===== src/pcm_pkg.sv =====
// Package with the types, codes and constants of the palette color matcher.
package pcm_pkg;

	// Default palette depth.
	localparam int ENTRIES_DEF = 256;
	// Largest number of entries a query ever scans.
	localparam int SEARCH_MAX = 256;

	localparam int CHAN_W = 8;
	localparam int COLOR_W = 3 * CHAN_W;
	localparam int SQ_W = 2 * CHAN_W;
	localparam int SUM_W = SQ_W + 2;
	localparam int CFG_W = 9;
	localparam int DIST_W = 21;

	localparam logic [CFG_W-1:0] NUM_COLORS_RST = 9'd256;
	localparam logic [DIST_W-1:0] DIST_START = 21'h100000;

	// Item operation codes.
	typedef enum logic [1:0] {
		FUNC_WR_COLOR = 2'd0,
		FUNC_WR_USED  = 2'd1,
		FUNC_NEAREST  = 2'd2,
		FUNC_EXACT    = 2'd3
	} func_t;

	// Controller states.
	typedef enum logic [1:0] {
		ST_IDLE,
		ST_SCAN,
		ST_DRAIN,
		ST_RESULT
	} state_t;

	// Commands from the controller to the datapath.
	typedef struct packed {
		logic wr_color;
		logic wr_used;
		logic start;
		logic issue;
	} cmd_t;

	// Status from the datapath to the controller.
	typedef struct packed {
		logic at_last;
		logic busy;
	} status_t;

endpackage


===== src/pcm_ctrl.sv =====
// Controller state machine: takes items, sequences the scan and hands out results.
module pcm_ctrl (
	input  logic             clk,
	input  logic             arst_n,
	input  logic             in_valid,
	output logic             in_ready,
	input  pcm_pkg::func_t   in_func,
	output logic             out_valid,
	input  logic             out_ready,
	output pcm_pkg::cmd_t    cmd,
	input  pcm_pkg::status_t status
);
	import pcm_pkg::*;

	state_t state_q;
	state_t state_d;
	logic   in_take;

	// State register.
	always_ff @(posedge clk or negedge arst_n) begin
		if (!arst_n) begin
			state_q <= ST_IDLE;
		end else begin
			state_q <= state_d;
		end
	end

	// Next state and commands.
	always_comb begin
		state_d   = state_q;
		in_ready  = 1'b0;
		out_valid = 1'b0;
		cmd       = '0;
		in_take   = in_valid;
		unique case (state_q)
			ST_IDLE: begin
				in_ready = 1'b1;
				if (in_take) begin
					unique case (in_func) inside
						FUNC_WR_COLOR: cmd.wr_color = 1'b1;
						FUNC_WR_USED:  cmd.wr_used = 1'b1;
						FUNC_NEAREST, FUNC_EXACT: begin
							cmd.start = 1'b1;
							state_d   = ST_SCAN;
						end
						default: state_d = ST_IDLE;
					endcase
				end
			end
			ST_SCAN: begin
				cmd.issue = 1'b1;
				if (status.at_last) begin
					state_d = ST_DRAIN;
				end
			end
			ST_DRAIN: begin
				if (!status.busy) begin
					state_d = ST_RESULT;
				end
			end
			ST_RESULT: begin
				out_valid = 1'b1;
				if (out_ready) begin
					state_d = ST_IDLE;
				end
			end
			default: state_d = ST_IDLE;
		endcase
	end
endmodule


===== config.mk =====
export PLATFORM = sky130hd
export DESIGN_NAME = pcm_ctrl
export DESIGN_NICKNAME = d
export VERILOG_FILES = /design/src/pcm_pkg.sv /design/src/pcm_ctrl.sv
export SDC_FILE = /design/constraint.sdc
export NUM_CORES = 1
export LEC_CHECK = 0
export BUFFER_PORTS_ARGS = -buffer_cell sky130_fd_sc_hd__buf_2
export CAP_MARGIN = 20
export CORE_AREA = 2 2 39 41
export DETAILED_ROUTE_END_ITERATION = 8
export DIE_AREA = 0 0 41 43
export GPL_TIMING_DRIVEN = 1
export PLACE_DENSITY_LB_ADDON = 0.25
export SKIP_CTS_REPAIR_TIMING = 1
export SYNTH_ARGS = -nofsm -noshare
export SYNTH_HDL_FRONTEND = slang
export SYNTH_SLANG_ARGS = --single-unit

===== constraint.sdc =====
create_clock -name clk -period 3.7 [get_ports clk]
set_input_delay 0.74 -clock clk [delete_from_list [all_inputs] [get_ports clk]]
set_output_delay 0.74 -clock clk [all_outputs]
set_load 0.02 [all_outputs]

==> results of run 1 <==
==> cells by family after synthesis <==
group | count (synthesis) | share of synthesized area, %
DFF | 2 | 26.67
muxes | 1 | 7.998
buffers and inverters | 2 | 4.001
AOI/OAI and AO/OA | 3 | 12.67
and+or+nand+nor | 7 | 22.00
adders and majority gates | 4 | 26.67
==> metrics by stage <==
| stage | util [%] | cells | cell area [um^2] |
|---|---|---|---|
| 6_report | 21.34 | 51 | 295.3 |
| 5_1_grt | 21.34 | 51 | 295.3 |
| 4_1_cts | 21.34 | 51 | 295.3 |
| 3_5_place_dp | 19.71 | 48 | 272.8 |
| 3_3_place_gp | 19.71 | 48 | 272.8 |
| 2_1_floorplan | - | 19 | 187.7 |
==> where the power goes <==
part | total [uW] | internal (uW) | switching [uW]
combinational | 150 | 70.0 | 80.0
sequential | 45.7 | 34.7 | 11.0
clock | 47.7 | 35.8 | 11.9
==> critical path, stage by stage (launching register included) <==
cell	delay, ns
dfrtp_1	0.39
inv_1	0.10
ha_1	0.23
nand2_1	0.09
nor3b_1	0.17
buf_2	0.19
==> cell usage in the layout, fill, tap and decap left out <==
master and n:
clkbuf_4 3, buf_2 13, nor4_1 1, ha_1 4
a2111o_1 1, inv_1 2, nand2_1 1, nor3b_1 1
and3_1 1, a21oi_1 1, a21boi_0 1, dfrtp_1 2
nor3_1 1, nor2b_1 2, mux2_4 1
==> routing by layer <==
metal / vias up / routed length [um] / track usage, %
li1: 100 / - / -
met1: 78 / 198 / 7.051
met2: 14 / 174 / 6.875
met3: 0 / 77 / 1.571
met4: 0 / 0 / 6.000
met5: - / 0 / 0
==> cell type report <==
cell class              count  area share [%]
well taps                  16           6.780
multi-input cells          15           44.07
flip-flops and latches      2           16.95
inverters                   2           2.542
clock buffers               3           7.627
repair buffers             13           22.03
==> how the worst max path moves through the flow <==
| stage | endpoint | slack, ns |
|---|---|---|
| 2_1_floorplan | cmd[2] | 1.53 |
| 3_3_place_gp | cmd[2] | 1.71 |
| 3_5_place_dp | cmd[2] | 1.71 |
| 4_1_cts | cmd[2] | 1.53 |
| 5_1_grt | cmd[2] | 1.45 |
| 6_report | cmd[2] | 1.57 |
==> impl_metrics.json, run 1 <==
{
  "outcome": "finished, final reports clean",
  "rsz0062_at_grt": "no",
  "drv_slew": 0,
  "finalHoldViolCount": 0,
  "syn-num-nets": 31,
  "io_pins": 14,
  "holdCritPathClass": "in2async",
  "power.total_uw": 243.3,
  "worst_pin_slew_ns": 0.2312,
  "die_w_um": 41,
  "powerDensity_mw_per_mm2": 824.1,
  "worstSkewPairLatency_ns": 0.22,
  "yosys_warnings": 0,
  "multi_input_area_um2": 130.1,
  "fin_hold_ws_ns": 0.2939,
  "reg2reg_to": "state_q[1]",
  "synth_top_area_share_pct": 26.67,
  "grt_max_degree": 6,
  "fill_cells": 152,
  "ys_async_sr_fraction_pct": 100.0,
  "grt_first_pass_wirelength_um": 634,
  "cp-end-kind": "output pin",
  "clk_root_buffer_cell": "clkbuf_4",
  "ctsHtreeMaxLevel": 1,
  "yosysSeqAreaShare_pct": 26.67,
  "synth_area_per_cell_um2": 9.878,
  "max-cap-violations": 0,
  "hpwl_um": 371.4,
  "initial_core_util_pct": 13.56,
  "post-synth-top-area-cell": "dfrtp_1",
  "wl_per_cell_um": 8.824,
  "ant_nets": 0,
  "path_max_fanout": 5,
  "synth_edf_count": 0,
  "regToRegStartpoint": "state_q[1]",
  "synth_common_cells": "ha_1, dfrtp_1, inv_1, nor2b_1",
  "netlist_top_cells_area": "dfrtp_1, ha_1, mux2_4, nor2b_1, a2111o_1",
  "critical_path_required_ns": 2.96,
  "skew_ns": 0.004028,
  "drt-total-wl_um": 450,
  "die_h_um": 43,
  "setup_violations": 0,
  "drive_gt1_share_pct": 48.57,
  "n_antenna_cell": 0,
  "grt_pass1_vias": 168,
  "path_clk_slew_ns": 0.03,
  "timing.fmax_ghz": 0.4697,
  "path_class": "reg2out",
  "crit_start": "state_q[0]",
  "finalCritPeriodShare_pct": 57.54,
  "gr-usage-all-layers_pct": 5.617,
  "syn_area_um2": 187.7,
  "rows": 14,
  "regMostFlops": "state_q",
  "worst-r2r-cell-count": 5,
  "pre_cts_ws_ns": 1.711,
  "drt_iter0_markers": 1,
  "timing.critical_path.arrival_ns": 1.39,
  "synth.most_common_cell": "ha_1",
  "peakVddDrop_v": 0.0003073,
  "cp-start-kind": "flip-flop",
  "ys_seq_elements": 2,
  "worst_slack_ns": 1.571,
  "first_pass_iters": 2,
  "seq_area_um2": 50.05,
  "rrSetupSlack_ns": 2.06,
  "grt_remaining_overflow": 0,
  "antenna_found_initial": 0,
  "cts_sinks": 2,
  "ys_types": 13,
  "drc": 0,
  "setup_tns_ns": 0,
  "gp_congestion": 0.6985,
  "vias": 192,
  "fin_nets": 49,
  "syn_inst": 19,
  "largest_reg_flops": 2,
  "coreArea_mm2": 0.001384,
  "dieArea_mm2": 0.001763,
  "slew_headroom_pct": 84.45,
  "cts.path.max_buffers": 2,
  "syn_to_final_growth_pct": 57.33,
  "port_buffers": 13,
  "cts_tree": "built",
  "cts_buffers": 3,
  "reg_top3": "state_q x2",
  "min_period_ns": 2.129,
  "synthFlopType": "dfrtp_1",
  "vias_per_cell": 3.765,
  "leakage_uw": 0.0001696
}
No activity file was read; power rests on OpenSTA's default activity.
==> run 2: changes to the inputs <==
==> constraint.sdc (replaced) <==
create_clock -name clk -period 2 [get_ports clk]
set_input_delay 0.4 -clock clk [delete_from_list [all_inputs] [get_ports clk]]
set_output_delay 0.4 -clock clk [all_outputs]
set_load 0.02 [all_outputs]
==> impl_metrics.json, run 2 (synthesized netlist as in run 1, its figures left out) <==
{
  "coreArea_mm2": 0.001384,
  "drt-total-wl_um": 457,
  "finalCritPeriodShare_pct": 89.84,
  "setup_tns_ns": 0,
  "setup_violations": 0,
  "powerDensity_mw_per_mm2": 1503,
  "hpwl_um": 355.2,
  "worst_pin_slew_ns": 0.2742,
  "die_w_um": 41,
  "drc": 0,
  "cp-end-kind": "output pin",
  "port_buffers": 13,
  "holdCritPathClass": "in2async",
  "peakVddDrop_v": 0.0005270,
  "path_max_fanout": 5,
  "clk_root_buffer_cell": "clkbuf_4",
  "cts_sinks": 2,
  "rows": 14,
  "gp_congestion": 0.7119,
  "n_antenna_cell": 0,
  "max-cap-violations": 0,
  "ant_nets": 0,
  "syn_to_final_growth_pct": 62.67,
  "regMostFlops": "state_q",
  "timing.fmax_ghz": 0.5565,
  "grt_first_pass_wirelength_um": 552,
  "antenna_found_initial": 0,
  "rsz0062_at_grt": "no",
  "initial_core_util_pct": 13.56,
  "critical_path_required_ns": 1.60,
  "io_pins": 14,
  "drt_iter0_markers": 1,
  "drive_gt1_share_pct": 47.22,
  "worst_path_largest_cell_delay_ns": 0.39,
  "critical-path-slowest-cell": "dfrtp_1",
  "path_clk_slew_ns": 0.03,
  "cp_cell_sequence": "inv_1 -> ha_1 -> nand2_1 -> nor3b_1 -> buf_2",
  "worstSkewPairLatency_ns": 0.22,
  "skew_ns": 0.002946,
  "gr-usage-all-layers_pct": 4.819,
  "cts_buffers": 3,
  "first_pass_iters": 2,
  "cp-start-kind": "flip-flop",
  "grt_remaining_overflow": 0,
  "cts_tree": "built",
  "path_class": "reg2out",
  "fin_nets": 50,
  "cts.path.max_buffers": 2,
  "min_period_ns": 1.797,
  "grt_pass1_vias": 147,
  "finalHoldViolCount": 0,
  "grt_max_degree": 6,
  "outcome": "finished, final reports clean",
  "vias_per_cell": 3.673,
  "reg_top3": "state_q x2",
  "timing.critical_path.arrival_ns": 1.40,
  "dieArea_mm2": 0.001763,
  "largest_reg_flops": 2,
  "fin_hold_ws_ns": 0.4960,
  "die_h_um": 43,
  "final_cell_mix": "buf_2, ha_1, clkbuf_4",
  "drv_slew": 0,
  "wl_per_cell_um": 8.788,
  "regToRegStartpoint": "state_q[1]",
  "leakage_uw": 0.0001738,
  "ctsHtreeMaxLevel": 1,
  "crit_start": "state_q[0]",
  "vias": 191,
  "final_common_cell": "buf_2",
  "slew_headroom_pct": 81.55
}
run 2: cell types whose count changed in the layout (fill, tap and decap cells not counted):
cell | previous run | this run
dlygate4sd3_1 | 0 | 1
run 2: per-stage QoR:
| stage | cell area (um^2) | power [uW] | util, % | std cells | setup slack, ns |
|---|---|---|---|---|---|
| floorplan | 187.7 | 301.4 | - | 19 | 0.1749 |
| global placement | 272.8 | 373.7 | 19.71 | 48 | 0.3701 |
| detailed placement | 272.8 | 369.5 | 19.71 | 48 | 0.3616 |
| CTS | 295.3 | 466.9 | 21.34 | 51 | 0.1874 |
| global route | 305.3 | 502.0 | 22.06 | 52 | 0.07734 |
| finish | 305.3 | 458.9 | 22.06 | 52 | 0.2031 |
run 2: layer usage:
| metal | wire length (um) | vias to the layer above | share of wire (%) | track usage (%) |
|---|---|---|---|---|
| li1 | - | 102 | - | - |
| met1 | 243 | 75 | 53 | 8.682 |
| met2 | 147 | 14 | 32 | 3.750 |
| met3 | 66 | 0 | 14 | 0 |
| met4 | 0 | 0 | 0 | 6.000 |
| met5 | 0 | - | 0 | 0 |
run 2: critical path: cells and delay by family, from the launching register on:
kind	cells	cell delay, ns
AND/OR/NAND/NOR	2	0.26
buffers and inverters	2	0.30
flip-flops	1	0.39
adder cells (fa/ha/maj)	1	0.23
run 2: power breakdown:
part | internal (uW) | switching (uW) | total (uW)
logic | 133 | 154 | 287
clock network | 66.1 | 21.8 | 87.9
registers | 64.3 | 19.6 | 83.9
run 2: cell type report:
type / instances / area [um^2]
multi-input cells: 15 / 130.1
clock buffers: 3 / 22.52
fillers: 154 / 1079
repair buffers: 14 / 75.07
flip-flops and latches: 2 / 50.05
inverters: 2 / 7.507
well taps: 16 / 20.02
run 2: worst paths after layout:
path	slack (ns)	cells past startpoint	end
max	0.20	5	cmd[2]
min	0.50	2	state_q[0]
max reg2reg	0.36	5	state_q[1]
min reg2reg	0.57	1	state_q[1]
max in group asynchronous	1.41	2	state_q[1]
min in group clk	0.56	3	state_q[0]
==> run 3: changes to the inputs <==
--- a/config.mk
+++ b/config.mk
@@ -5,6 +5,7 @@
 export SDC_FILE = /design/constraint.sdc
 export NUM_CORES = 1
 export LEC_CHECK = 0
+export ABC_CLOCK_PERIOD_IN_PS = 2000
 export BUFFER_PORTS_ARGS = -buffer_cell sky130_fd_sc_hd__buf_2
 export CAP_MARGIN = 20
 export CORE_AREA = 2 2 39 41
@@ -12,6 +13,7 @@
 export DIE_AREA = 0 0 41 43
 export GPL_TIMING_DRIVEN = 1
 export PLACE_DENSITY_LB_ADDON = 0.25
+export RECOVER_POWER = 50
 export SKIP_CTS_REPAIR_TIMING = 1
 export SYNTH_ARGS = -nofsm -noshare
 export SYNTH_HDL_FRONTEND = slang
==> impl_metrics.json, run 3 (synthesized netlist as in run 1, its figures left out) <==
{
  "outcome": "finished, final reports clean",
  "vias": 191,
  "rrSetupSlack_ns": 0.36,
  "timing.fmax_ghz": 0.5582,
  "fin_nets": 50,
  "path_max_fanout": 5,
  "initial_core_util_pct": 13.56,
  "cp-end-kind": "output pin",
  "regMostFlops": "state_q",
  "peakVddDrop_v": 0.0005189,
  "setup_violations": 0,
  "dieArea_mm2": 0.001763,
  "clk_root_buffer_cell": "clkbuf_4",
  "critical_path_required_ns": 1.60,
  "leakage_uw": 0.0001636,
  "crit_buf_inv": 2,
  "first_pass_iters": 2,
  "port_buffers": 13,
  "largest_reg_flops": 2,
  "syn_to_final_growth_pct": 60.67,
  "setup_tns_ns": 0,
  "reg_top3": "state_q x2",
  "drt-total-wl_um": 462,
  "cts.path.max_buffers": 2,
  "grt_remaining_overflow": 0,
  "min_period_ns": 1.791,
  "max-cap-violations": 0,
  "vias_per_cell": 3.673,
  "wl_per_cell_um": 8.885,
  "ctsHtreeMaxLevel": 1,
  "cts_buffers": 3,
  "grt_first_pass_wirelength_um": 552,
  "drv_slew": 0,
  "critical-path-slowest-cell": "dfrtp_1",
  "hpwl_um": 355.2,
  "die_h_um": 43,
  "final_cell_mix": "buf_2, ha_1, clkbuf_4, clkbuf_1",
  "finalHoldViolCount": 0,
  "fill_cells": 157,
  "finalCritPeriodShare_pct": 89.57,
  "holdCritPathClass": "in2async",
  "reg2reg_to": "state_q[1]",
  "worst_pin_slew_ns": 0.2742,
  "timing.critical_path.arrival_ns": 1.39,
  "cts_sinks": 2,
  "path_clk_slew_ns": 0.03,
  "seq_area_um2": 50.05,
  "cp-start-kind": "flip-flop",
  "crit_family": "flip-flops",
  "path_class": "reg2out",
  "cts_tree": "built",
  "gr-usage-all-layers_pct": 4.819,
  "worstSkewPairLatency_ns": 0.22,
  "n_antenna_cell": 0,
  "coreArea_mm2": 0.001384,
  "powerDensity_mw_per_mm2": 1503,
  "power.total_uw": 453.1,
  "rsz0062_at_grt": "no",
  "cp_cell_sequence": "inv_1 -> ha_1 -> nand2_1 -> nor3b_1 -> buf_2",
  "skew_ns": 0.002950,
  "worst_path_largest_cell_delay_ns": 0.39,
  "gp_congestion": 0.7119,
  "antenna_found_initial": 0,
  "grt_pass1_vias": 147,
  "slew_headroom_pct": 81.55,
  "grt_max_degree": 6,
  "drt_iter0_markers": 1,
  "regToRegStartpoint": "state_q[1]",
  "drc": 0,
  "die_w_um": 41,
  "final_common_cell": "buf_2",
  "rows": 14,
  "worst-r2r-cell-count": 5,
  "multi_input_area_um2": 130.1,
  "io_pins": 14,
  "ant_nets": 0,
  "drive_gt1_share_pct": 38.89
}
run 3: changes by cell type in the layout (fill, tap and decap cells not counted):
cell / previous run / this run
buf_2: 13 / 10
clkbuf_1: 0 / 3
run 3: report_power, final:
group          switching, uW  leakage [uW]  internal [uW]
clock network           21.9     0.0000138           66.1
logic                    154      0.000126            127
registers               19.6     0.0000237           64.3
total                    196      0.000164            257
run 3: through the flow:
stage | cell area [um^2] | hold WS (ns) | util, % | worst slack [ns] | std cells
global placement | 272.8 | 0.1871 | 19.71 | 0.3701 | 48
floorplan | 187.7 | 0.1044 | - | 0.1749 | 19
detailed placement | 272.8 | 0.1866 | 19.71 | 0.3616 | 48
finish | 301.5 | 0.4975 | 21.79 | 0.2086 | 52
global route | 301.5 | 0.5250 | 21.79 | 0.07734 | 52
CTS | 295.3 | -0.05609 | 21.34 | 0.1874 | 51
run 3: layout make-up:
| class | instances | area share (%) |
|---|---|---|
| timing repair buffer | 14 | 23.65 |
| tap | 16 | 6.639 |
| inverter | 2 | 2.490 |
| sequential | 2 | 16.60 |
| multi-input combinational | 15 | 43.15 |
| clock buffer | 3 | 7.469 |
run 3: worst max-delay path by stage:
| stage | slack, ns | to | cells after the start | from |
|---|---|---|---|---|
| global placement | 0.37 | state_q[1] | 5 | state_q[1] |
| CTS | 0.19 | cmd[2] | 5 | state_q[0] |
| global route | 0.08 | cmd[2] | 5 | state_q[0] |
| detailed placement | 0.36 | state_q[1] | 5 | state_q[1] |
| floorplan | 0.17 | cmd[2] | 4 | state_q[0] |
| finish | 0.21 | cmd[2] | 5 | state_q[0] |
run 3: per-layer routing:
metal,routed length [um],vias up,global-route usage (%)
met1,242,75,8.682
met5,0,-,0
met2,148,14,3.750
met3,71,0,0
li1,-,102,-
met4,0,0,6.000
